`src/hdl/rcpc_pkg.sv`:
```
// Shared types and constants for the RC pulse capture block.
package rcpc_pkg;

	localparam int WIDTH_W = 15;
	localparam int LIMIT_W = 16;
	localparam int STAMP_W = 32;
	localparam int REQ_W   = 16;
	localparam int CMP_W   = 16;
	localparam int ADDR_W  = 4;
	localparam int DATA_W  = 32;
	localparam int OUT_CH  = 4;

	localparam logic [WIDTH_W-1:0] MIN_WIDTH_RST     = 15'd800;
	localparam logic [WIDTH_W-1:0] MAX_WIDTH_RST     = 15'd2200;
	localparam logic [WIDTH_W-1:0] DEFAULT_WIDTH_RST = 15'd1500;
	localparam logic [LIMIT_W-1:0] TIMEOUT_LIMIT_RST = 16'd100;

	// Item kinds; code 3 is unused and changes nothing
	typedef enum logic [1:0] {
		KIND_EDGE    = 2'd0,
		KIND_TIMEOUT = 2'd1,
		KIND_SET_OUT = 2'd2
	} kind_t;

	// Register indexes (byte address is 4 times the index)
	typedef enum logic [1:0] {
		REG_MIN_WIDTH     = 2'd0,
		REG_MAX_WIDTH     = 2'd1,
		REG_DEFAULT_WIDTH = 2'd2,
		REG_TIMEOUT_LIMIT = 2'd3
	} reg_idx_t;

	typedef struct packed {
		logic [WIDTH_W-1:0] min_width;
		logic [WIDTH_W-1:0] max_width;
		logic [WIDTH_W-1:0] default_width;
		logic [LIMIT_W-1:0] timeout_limit;
	} cfg_t;

	typedef struct packed {
		logic [1:0]         kind;
		logic [1:0]         channel;
		logic               level;
		logic [STAMP_W-1:0] time_us;
		logic [STAMP_W-1:0] time_ms;
		logic [REQ_W-1:0]   request_width;
	} item_t;

	typedef struct packed {
		logic [WIDTH_W-1:0] width;
		logic               valid;
	} chan_state_t;

endpackage

```
`src/hdl/rcpc_if.sv`:
```
// Valid/ready channel interfaces for input items and result items.
interface rcpc_item_if import rcpc_pkg::*; ();
	logic               valid;
	logic               ready;
	logic [1:0]         kind;
	logic [1:0]         channel;
	logic               level;
	logic [STAMP_W-1:0] time_us;
	logic [STAMP_W-1:0] time_ms;
	logic [REQ_W-1:0]   request_width;

	modport source (output valid, kind, channel, level, time_us, time_ms, request_width,
		input ready);
	modport sink (input valid, kind, channel, level, time_us, time_ms, request_width,
		output ready);
endinterface

interface rcpc_result_if import rcpc_pkg::*; ();
	logic               valid;
	logic               ready;
	logic [WIDTH_W-1:0] width_ch0;
	logic [WIDTH_W-1:0] width_ch1;
	logic [WIDTH_W-1:0] width_ch2;
	logic [WIDTH_W-1:0] width_ch3;
	logic [OUT_CH-1:0]  valid_mask;
	logic [CMP_W-1:0]   compare_value;
	logic [1:0]         compare_channel;

	modport source (output valid, width_ch0, width_ch1, width_ch2, width_ch3, valid_mask,
		compare_value, compare_channel, input ready);
	modport sink (input valid, width_ch0, width_ch1, width_ch2, width_ch3, valid_mask,
		compare_value, compare_channel, output ready);
endinterface

```
`src/hdl/rc_pulse_capture_with_failsafe.sv`:
```
// Top level of the RC servo pulse capture block with loss-of-signal failsafe.
//
//   channel  dir  handshake      transaction
//   item     in   valid/ready    edge, timeout check or set-output request
//   result   out  valid/ready    channel widths, valid mask, compare value
//   APB      in   psel/penable   configuration register write or read
//
// One item per cycle unless the result stalls: an item is registered on input,
// then committed to channel state and written to the result register together.
// Reset sets widths to 1500 us, clears valid bits and time stamps.
// A stalled result holds in its register; one more item waits in the input stage.
module rc_pulse_capture_with_failsafe import rcpc_pkg::*; #(
	parameter int CHANNELS = 4
) (
	input  logic              clk,
	input  logic              arst_n,
	input  logic              psel,
	input  logic              penable,
	input  logic              pwrite,
	input  logic [ADDR_W-1:0] paddr,
	input  logic [DATA_W-1:0] pwdata,
	output logic [DATA_W-1:0] prdata,
	output logic              pready,
	rcpc_item_if.sink         item,
	rcpc_result_if.source     result
);

	cfg_t               cfg;
	item_t              item_s1;
	logic               valid_s1;
	logic               valid_s2;
	logic               adv;
	chan_state_t        chan_nxt [CHANNELS];
	logic [WIDTH_W-1:0] rep_width [OUT_CH];
	logic [OUT_CH-1:0]  rep_mask;
	logic [WIDTH_W-1:0] clamp_w;
	logic [CMP_W-1:0]   cmp_val;
	logic [1:0]         cmp_ch;

	logic [WIDTH_W-1:0] width_s2 [OUT_CH];
	logic [OUT_CH-1:0]  mask_s2;
	logic [CMP_W-1:0]   cmp_s2;
	logic [1:0]         cmp_ch_s2;

	assign pready = 1'b1;

	rcpc_regs u_regs (
		.clk     (clk),
		.arst_n  (arst_n),
		.psel    (psel),
		.penable (penable),
		.pwrite  (pwrite),
		.paddr   (paddr),
		.pwdata  (pwdata),
		.prdata  (prdata),
		.cfg     (cfg)
	);

	// Move the input stage forward whenever the result register frees up
	assign adv        = valid_s1 && (!valid_s2 || result.ready);
	assign item.ready = !valid_s1 || adv;

	always_ff @(posedge clk or negedge arst_n) begin
		if (!arst_n) begin
			valid_s1 <= 1'b0;
			valid_s2 <= 1'b0;
		end else begin
			if (item.valid && item.ready) begin
				valid_s1 <= 1'b1;
			end else if (adv) begin
				valid_s1 <= 1'b0;
			end
			if (adv) begin
				valid_s2 <= 1'b1;
			end else if (result.ready) begin
				valid_s2 <= 1'b0;
			end
		end
	end

	// Capture the incoming transaction
	always_ff @(posedge clk) begin
		if (item.valid && item.ready) begin
			item_s1.kind          <= item.kind;
			item_s1.channel       <= item.channel;
			item_s1.level         <= item.level;
			item_s1.time_us       <= item.time_us;
			item_s1.time_ms       <= item.time_ms;
			item_s1.request_width <= item.request_width;
		end
	end

	// One state cell per channel
	for (genvar g = 0; g < CHANNELS; g++) begin : g_chan
		rcpc_chan #(.IDX(g)) u_chan (
			.clk    (clk),
			.arst_n (arst_n),
			.commit (adv),
			.item   (item_s1),
			.cfg    (cfg),
			.nxt    (chan_nxt[g])
		);
	end

	// Report only channels that exist
	for (genvar g = 0; g < OUT_CH; g++) begin : g_rep
		if (g < CHANNELS) begin : g_used
			assign rep_width[g] = chan_nxt[g].width;
			assign rep_mask[g]  = chan_nxt[g].valid;
		end else begin : g_unused
			assign rep_width[g] = '0;
			assign rep_mask[g]  = 1'b0;
		end
	end

	// Clamp the requested output width; an inverted range favors the floor
	always_comb begin
		if (item_s1.request_width < {1'b0, cfg.min_width}) begin
			clamp_w = cfg.min_width;
		end else if (item_s1.request_width > {1'b0, cfg.max_width}) begin
			clamp_w = cfg.max_width;
		end else begin
			clamp_w = item_s1.request_width[WIDTH_W-1:0];
		end
		if (item_s1.kind == KIND_SET_OUT) begin
			cmp_val = {clamp_w, 1'b0};
			cmp_ch  = item_s1.channel;
		end else begin
			cmp_val = '0;
			cmp_ch  = '0;
		end
	end

	// Load the result register
	always_ff @(posedge clk) begin
		if (adv) begin
			width_s2  <= rep_width;
			mask_s2   <= rep_mask;
			cmp_s2    <= cmp_val;
			cmp_ch_s2 <= cmp_ch;
		end
	end

	assign result.valid           = valid_s2;
	assign result.width_ch0       = width_s2[0];
	assign result.width_ch1       = width_s2[1];
	assign result.width_ch2       = width_s2[2];
	assign result.width_ch3       = width_s2[3];
	assign result.valid_mask      = mask_s2;
	assign result.compare_value   = cmp_s2;
	assign result.compare_channel = cmp_ch_s2;

endmodule

```
`src/hdl/rcpc_regs.sv`:
```
// APB configuration registers for the RC pulse capture block.
module rcpc_regs import rcpc_pkg::*; (
	input  logic              clk,
	input  logic              arst_n,
	input  logic              psel,
	input  logic              penable,
	input  logic              pwrite,
	input  logic [ADDR_W-1:0] paddr,
	input  logic [DATA_W-1:0] pwdata,
	output logic [DATA_W-1:0] prdata,
	output cfg_t              cfg
);

	cfg_t     cfg_q;
	reg_idx_t idx;
	logic     wr_en;

	assign idx   = reg_idx_t'(paddr[3:2]);
	assign wr_en = psel && penable && pwrite;
	assign cfg   = cfg_q;

	// Write the addressed register on the access phase
	always_ff @(posedge clk or negedge arst_n) begin
		if (!arst_n) begin
			cfg_q.min_width     <= MIN_WIDTH_RST;
			cfg_q.max_width     <= MAX_WIDTH_RST;
			cfg_q.default_width <= DEFAULT_WIDTH_RST;
			cfg_q.timeout_limit <= TIMEOUT_LIMIT_RST;
		end else if (wr_en) begin
			case (idx)
				REG_MIN_WIDTH:     cfg_q.min_width     <= pwdata[WIDTH_W-1:0];
				REG_MAX_WIDTH:     cfg_q.max_width     <= pwdata[WIDTH_W-1:0];
				REG_DEFAULT_WIDTH: cfg_q.default_width <= pwdata[WIDTH_W-1:0];
				REG_TIMEOUT_LIMIT: cfg_q.timeout_limit <= pwdata[LIMIT_W-1:0];
				default: ;
			endcase
		end
	end

	// Read back the addressed register
	always_comb begin
		case (idx)
			REG_MIN_WIDTH:     prdata = {{(DATA_W-WIDTH_W){1'b0}}, cfg_q.min_width};
			REG_MAX_WIDTH:     prdata = {{(DATA_W-WIDTH_W){1'b0}}, cfg_q.max_width};
			REG_DEFAULT_WIDTH: prdata = {{(DATA_W-WIDTH_W){1'b0}}, cfg_q.default_width};
			REG_TIMEOUT_LIMIT: prdata = {{(DATA_W-LIMIT_W){1'b0}}, cfg_q.timeout_limit};
			default:           prdata = '0;
		endcase
	end

endmodule

```
`src/hdl/rcpc_chan.sv`:
```
// Per-channel capture state: rise stamp, measured width, valid flag, update stamp.
module rcpc_chan import rcpc_pkg::*; #(
	parameter int IDX = 0
) (
	input  logic        clk,
	input  logic        arst_n,
	input  logic        commit,
	input  item_t       item,
	input  cfg_t        cfg,
	output chan_state_t nxt
);

	logic [STAMP_W-1:0] rise_q;
	logic [STAMP_W-1:0] stamp_q;
	logic [WIDTH_W-1:0] width_q;
	logic               valid_q;

	logic               hit;
	logic               rise_hit;
	logic               fall_ok;
	logic               stale;
	logic [STAMP_W-1:0] pulse_w;
	logic [STAMP_W-1:0] age;

	// Decode what the current item does to this channel
	always_comb begin
		hit      = (item.kind == KIND_EDGE) && (32'(item.channel) == IDX);
		rise_hit = hit && item.level;
		pulse_w  = item.time_us - rise_q;
		fall_ok  = hit && !item.level
			&& (pulse_w >= {{(STAMP_W-WIDTH_W){1'b0}}, cfg.min_width})
			&& (pulse_w <= {{(STAMP_W-WIDTH_W){1'b0}}, cfg.max_width});
		age      = item.time_ms - stamp_q;
		stale    = (item.kind == KIND_TIMEOUT)
			&& (age > {{(STAMP_W-LIMIT_W){1'b0}}, cfg.timeout_limit});
	end

	// Form the state after this item
	always_comb begin
		nxt.width = width_q;
		nxt.valid = valid_q;
		if (fall_ok) begin
			nxt.width = pulse_w[WIDTH_W-1:0];
			nxt.valid = 1'b1;
		end else if (stale) begin
			nxt.width = cfg.default_width;
			nxt.valid = 1'b0;
		end
	end

	// Advance the channel state when the item commits
	always_ff @(posedge clk or negedge arst_n) begin
		if (!arst_n) begin
			rise_q  <= '0;
			stamp_q <= '0;
			width_q <= DEFAULT_WIDTH_RST;
			valid_q <= 1'b0;
		end else if (commit) begin
			width_q <= nxt.width;
			valid_q <= nxt.valid;
			if (rise_hit) begin
				rise_q <= item.time_us;
			end
			if (fall_ok) begin
				stamp_q <= item.time_ms;
			end
		end
	end

endmodule

```
`src/flat_wrapper.sv`:
```
// flat-port wrapper written by rule: the top's interface ports become plain ports
module rc_pulse_capture_with_failsafe_flat import rcpc_pkg::*;
#(
	parameter int CHANNELS = 4
)
  (clk, arst_n, psel, penable, pwrite, paddr, pwdata, prdata, pready, item_valid, item_kind, item_channel, item_level, item_time_us, item_time_ms, item_request_width, item_ready, result_valid, result_width_ch0, result_width_ch1, result_width_ch2, result_width_ch3, result_valid_mask, result_compare_value, result_compare_channel, result_ready);
  rcpc_item_if item_i ();
  rcpc_result_if result_i ();
  input  logic clk;
  input  logic arst_n;
  input  logic psel;
  input  logic penable;
  input  logic pwrite;
  input  logic [ADDR_W-1:0] paddr;
  input  logic [DATA_W-1:0] pwdata;
  output logic [DATA_W-1:0] prdata;
  output logic pready;
  input wire logic [$bits(item_i.valid)-1:0] item_valid;
  input wire logic [$bits(item_i.kind)-1:0] item_kind;
  input wire logic [$bits(item_i.channel)-1:0] item_channel;
  input wire logic [$bits(item_i.level)-1:0] item_level;
  input wire logic [$bits(item_i.time_us)-1:0] item_time_us;
  input wire logic [$bits(item_i.time_ms)-1:0] item_time_ms;
  input wire logic [$bits(item_i.request_width)-1:0] item_request_width;
  output wire logic [$bits(item_i.ready)-1:0] item_ready;
  output wire logic [$bits(result_i.valid)-1:0] result_valid;
  output wire logic [$bits(result_i.width_ch0)-1:0] result_width_ch0;
  output wire logic [$bits(result_i.width_ch1)-1:0] result_width_ch1;
  output wire logic [$bits(result_i.width_ch2)-1:0] result_width_ch2;
  output wire logic [$bits(result_i.width_ch3)-1:0] result_width_ch3;
  output wire logic [$bits(result_i.valid_mask)-1:0] result_valid_mask;
  output wire logic [$bits(result_i.compare_value)-1:0] result_compare_value;
  output wire logic [$bits(result_i.compare_channel)-1:0] result_compare_channel;
  input wire logic [$bits(result_i.ready)-1:0] result_ready;
  assign item_i.valid = item_valid;
  assign item_i.kind = item_kind;
  assign item_i.channel = item_channel;
  assign item_i.level = item_level;
  assign item_i.time_us = item_time_us;
  assign item_i.time_ms = item_time_ms;
  assign item_i.request_width = item_request_width;
  assign item_ready = item_i.ready;
  assign result_valid = result_i.valid;
  assign result_width_ch0 = result_i.width_ch0;
  assign result_width_ch1 = result_i.width_ch1;
  assign result_width_ch2 = result_i.width_ch2;
  assign result_width_ch3 = result_i.width_ch3;
  assign result_valid_mask = result_i.valid_mask;
  assign result_compare_value = result_i.compare_value;
  assign result_compare_channel = result_i.compare_channel;
  assign result_i.ready = result_ready;
  rc_pulse_capture_with_failsafe #(.CHANNELS(CHANNELS)) u_core (.clk(clk), .arst_n(arst_n), .psel(psel), .penable(penable), .pwrite(pwrite), .paddr(paddr), .pwdata(pwdata), .prdata(prdata), .pready(pready), .item(item_i), .result(result_i));
endmodule
```
`config.mk`:
```
export PLATFORM = sky130hd
export DESIGN_NAME = rc_pulse_capture_with_failsafe_flat
export DESIGN_NICKNAME = d
export VERILOG_FILES = /design/src/hdl/rcpc_pkg.sv /design/src/hdl/rcpc_if.sv /design/src/hdl/rc_pulse_capture_with_failsafe.sv /design/src/hdl/rcpc_regs.sv /design/src/hdl/rcpc_chan.sv /design/src/flat_wrapper.sv
export SDC_FILE = /design/constraint.sdc
export NUM_CORES = 2
export LEC_CHECK = 0
export BUFFER_PORTS_ARGS = -buffer_cell sky130_fd_sc_hd__clkbuf_2
export CORE_UTILIZATION = 40
export DETAILED_ROUTE_END_ITERATION = 7
export GPL_TIMING_DRIVEN = 0
export SYNTH_ARGS = -nofsm -noshare
export SYNTH_HDL_FRONTEND = slang
export SYNTH_SLANG_ARGS = --single-unit
```
`constraint.sdc`:
```
create_clock -name clk -period 5.4 [get_ports clk]
set_input_delay 1.08 -clock clk [delete_from_list [all_inputs] [get_ports clk]]
set_output_delay 1.08 -clock clk [all_outputs]
set_load 0.005 [all_outputs]
```
==> impl_metrics.py <==
metrics = {
    "power": {
        "p_int_mw": 11.17,
        "p_sw_frac": 0.4047,
        "comb_power_share": 0.456,
        "clkPwrFrac": 0.256,
        "irDropWorstVdd_mv": 0.2192,
        "p_leak_nw": 23.70,
        "p_total_mw": 18.76,
        "seq_power_share": 0.288,
        "p_sw_mw": 7.592,
        "p_per_area_mw_per_mm2": 349.2,
    },
    "layout": {
        "nets": 5793,
        "final_cell_mix": "ha_1 (441), inv_1 (404), nand2_1 (346)",
        "area_growth_pct": 25.68,
        "layout-drive-gt1-share": 0.2621,
        "final_common_cell": "ha_1",
    },
    "placed_design": {
        "gp_congestion": 0.9608,
        "port_buffers": 206,
        "dp_hpwl_um": 113500,
    },
    "worst_setup_path": {
        "path_max_fanout": 10,
        "r2r_start": "u_core.item_s1[16]$_DFFE_PP_",
        "cp_data_required_time_ns": 5.97,
        "worstPathArrival_ns": 6.23,
        "crit_type": "flop to flop",
        "cp_slowest_cell": "or4_4",
        "critPathLaunchType": "flop",
        "cpMostUsedCell": "or4_4",
        "path_cells": "inv_4 > buf_6 > ha_4 > fa_2 > nand2b_4 > a21oi_4 > o2111ai_2 > nand2_1 > xor2_1 > ha_1 > nand4_1 > or4_4 > o21ai_2 > a21oi_2 > or4_4 > a211oi_2 > o311ai_1 > or4_4 > nand2_2 > clkbuf_4 > nor2_1 > a221oi_2",
        "end_kind": "flop",
        "startpoint": "u_core.item_s1[16]$_DFFE_PP_",
        "slowest_delay_ns": 0.59,
    },
    "clock_network": {
        "cts_htree_levels": 3,
        "cts_buffers": 70,
        "cts_tree": "done",
        "clock-sinks": 549,
        "path_clk_slew_ns": 0.06,
        "root_buffer": "clkbuf_16",
        "clkLatencyLatePin_ns": 0.67,
        "ctsHoldBuffers": 0,
        "clockBufferDepth": 3,
    },
    "drt": {
        "firstDrtPassIters": 8,
        "drt_wl_total_um": 153900,
        "drt_iter0_drc": 3624,
        "ant_nets": 0,
        "post-route-drc-count": 38,
        "vias": 38950,
        "wire_per_inst_um": 23.15,
        "via_per_inst": 5.859,
    },
    "timing": {
        "hold_viol_final": 0,
        "min_period_ns": 5.665,
        "setup_viol": 204,
        "worst_hold_slack_ns": 0.4337,
        "rsz0062_at_grt": "yes",
        "clock_skew_ns": 0.02910,
        "timing.final.ws_setup_ns": -0.2648,
        "worst_pin_slew_ns": 1.369,
        "max_slew_margin": 0.08728,
        "fin_crit_sh": 1.049,
        "fmax_mhz": 176.5,
        "maxSlewViolCount": 0,
    },
    "die": {
        "die_w_um": 328.9,
        "dieArea_mm2": 0.1082,
        "io_pins": 245,
        "core.rowCount": 119,
        "core_area_mm2": 0.1056,
        "dieHeight_um": 328.9,
        "start_util": 0.4048,
    },
    "logic_synthesis": {
        "synth_cells": 4678,
        "synth_async_sr_flop_share": 0.6976,
        "yosysWarnings": 0,
        "seq_area_frac_synth": 0.3422,
        "synth_seq_cells": 549,
        "synth_edf_count": 166,
        "syn_area_per_cell_um2": 9.136,
        "ys_types": 102,
        "netlist_area_mm2": 0.04274,
        "synth_flop_cell": "dfrtp_1",
    },
    "global_routing": {
        "grt_pass1_vias": 36450,
        "grt_pass1_wl_um": 222300,
        "track_usage": 0.2716,
        "antenna_found_initial": 9,
        "grt_max_degree": 91,
        "overflow": 0,
    },
    "flow_run": {
        "cap_viol_max_count": 0,
    },
    "run_status": {
        "outcome": "finished with violations",
        "violations": "DRC, setup timing",
    },
    "hold_path": {
        "hold_path_class": "input port to async pin",
    },
}
synth_stat cells, types with 21 or more instances:
cell type,n,area (um2)
a211oi_1,61,457.9
a21o_1,86,645.6
a21oi_1,375,1877
a221oi_1,21,183.9
a31oi_1,46,287.8
and2_1,26,162.7
and3_1,31,193.9
buf_2,23,115.1
buf_4,21,157.7
clkbuf_1,135,506.7
dfrtp_1,338,8458
dfstp_2,45,1182
edfxtp_1,166,4985
ha_1,461,5768
inv_1,415,1558
mux2_2,222,2500
mux2i_1,78,780.8
nand2_1,410,1539
nand2b_1,35,219.0
nand3_1,110,550.5
nand4_1,87,544.3
nor2_1,271,1017
nor2b_1,45,281.5
nor3_1,67,335.3
nor4_1,23,143.9
o2111ai_1,22,192.7
o211ai_1,45,337.8
o21a_1,71,533.0
o21ai_0,300,1501
o21ai_1,27,135.1
o21bai_1,25,187.7
o31ai_1,21,157.7
or2_2,22,137.6
or3_1,25,156.4
xnor2_1,90,788.3
xor2_1,69,604.3
area by class of cell:
cell class              instances  area, um2
clock inverters                43      424.2
fillers                      9567      51850
flip-flops and latches        549      14630
clock buffers                  86       1884
multi-input cells            3535      28510
repair buffers                437       3582
well taps                    1391       1740
plain buffers                 187       1370
diodes                          3      7.507
inverters                     416       1572
power groups by stage:
stage          combinational (mW)  sequential [mW]  clock (mW)
2_1_floorplan                4.80             5.30           0
3_3_place_gp                 6.83             5.47           0
3_5_place_dp                 6.95             5.47           0
4_1_cts                      7.82             5.36        4.90
5_1_grt                      9.22             5.45        5.04
6_report                     8.56             5.39        4.80
kinds of logic (layout without fill, tap and decap cells):
group	count (synthesis)	in the layout	synth area share
adders and majority gates	469	469	0.1387
DFF	549	549	0.3422
and+or+nand+nor	1244	1246	0.1417
xor gates and xnor gates	159	159	0.03258
buffers and inverters	612	1169	0.05803
AOI/OAI and AO/OA	1322	1322	0.2003
muxes	321	321	0.08625
other	2	21	0.0001757
path summary, 6_finish.rpt:
check                                                                 endpoint  slack (ns)  depth (start not counted)
worst max-delay path            u_core.g_chan[0].u_chan.width_q[7]$_DFFE_PN1P_       -0.26                         22
worst min-delay path            u_core.g_chan[3].u_chan.rise_q[24]$_DFFE_PN0P_        0.43                          1
worst max register to register  u_core.g_chan[0].u_chan.width_q[7]$_DFFE_PN1P_       -0.26                         22
worst min register to register  u_core.g_chan[0].u_chan.width_q[4]$_DFFE_PN1P_        0.48                          2
max in group asynchronous                    u_core.u_regs.cfg[54]$_DFFE_PN1P_        3.23                          4
min in group clk                u_core.g_chan[0].u_chan.width_q[4]$_DFFE_PN1P_        0.48                          2
metrics by stage:
| step | cell area (um2) | setup WS (ns) | std cells | util | TNS, ns |
|---|---|---|---|---|---|
| detailed placement | 45760 | -2.002 | 6297 | 0.4334 | -344.44 |
| global route | 53710 | -0.3661 | 6646 | 0.5088 | -55.95 |
| global placement | 45570 | -6.013 | 6291 | 0.4317 | -2616.97 |
| CTS | 51360 | -0.2368 | 6578 | 0.4865 | -18.63 |
| finish | 53710 | -0.2648 | 6647 | 0.5088 | -23.71 |
| floorplan | 42800 | 0.2468 | 4694 | - | 0 |
critical path, delay by kind of cell (launching register included):
| kind | cells | cell delay [ns] |
|---|---|---|
| simple gates | 8 | 2.44 |
| compound gates | 7 | 1.23 |
| buf+inv | 3 | 0.48 |
| fa+ha+maj | 3 | 0.81 |
| flops | 1 | 0.54 |
| xor+xnor | 1 | 0.08 |
sequential cells by signal, indices dropped and copies added (netlist names), 15 cells and up:
name,flops
u_core.g_chan.u_chan.rise_q,128
u_core.g_chan.u_chan.stamp_q,128
u_core.g_chan.u_chan.width_q,60
u_core.item_s1,85
u_core.result.compare_value,15
u_core.result.width_ch0,15
u_core.result.width_ch1,15
u_core.result.width_ch2,15
u_core.result.width_ch3,15
u_core.u_regs.cfg,61
per-layer routing:
layer / global-route usage / wire (um) / part of all wire / vias up
met5: 0 / 13 / 0.000084 / -
met4: 0.1115 / 6957 / 0.045 / 2
met3: 0.04523 / 10990 / 0.071 / 295
met2: 0.4165 / 67540 / 0.44 / 1387
met1: 0.3777 / 68390 / 0.44 / 19070
li1: - / - / - / 18190
timing repair:
action,4_1_cts,5_1_grt
pin swaps,101,103
setup buffers,144,55
setup endpoints to repair,256,256
cloned,16,17
resized for setup,428,411
No activity file was read; power rests on OpenSTA's default activity.
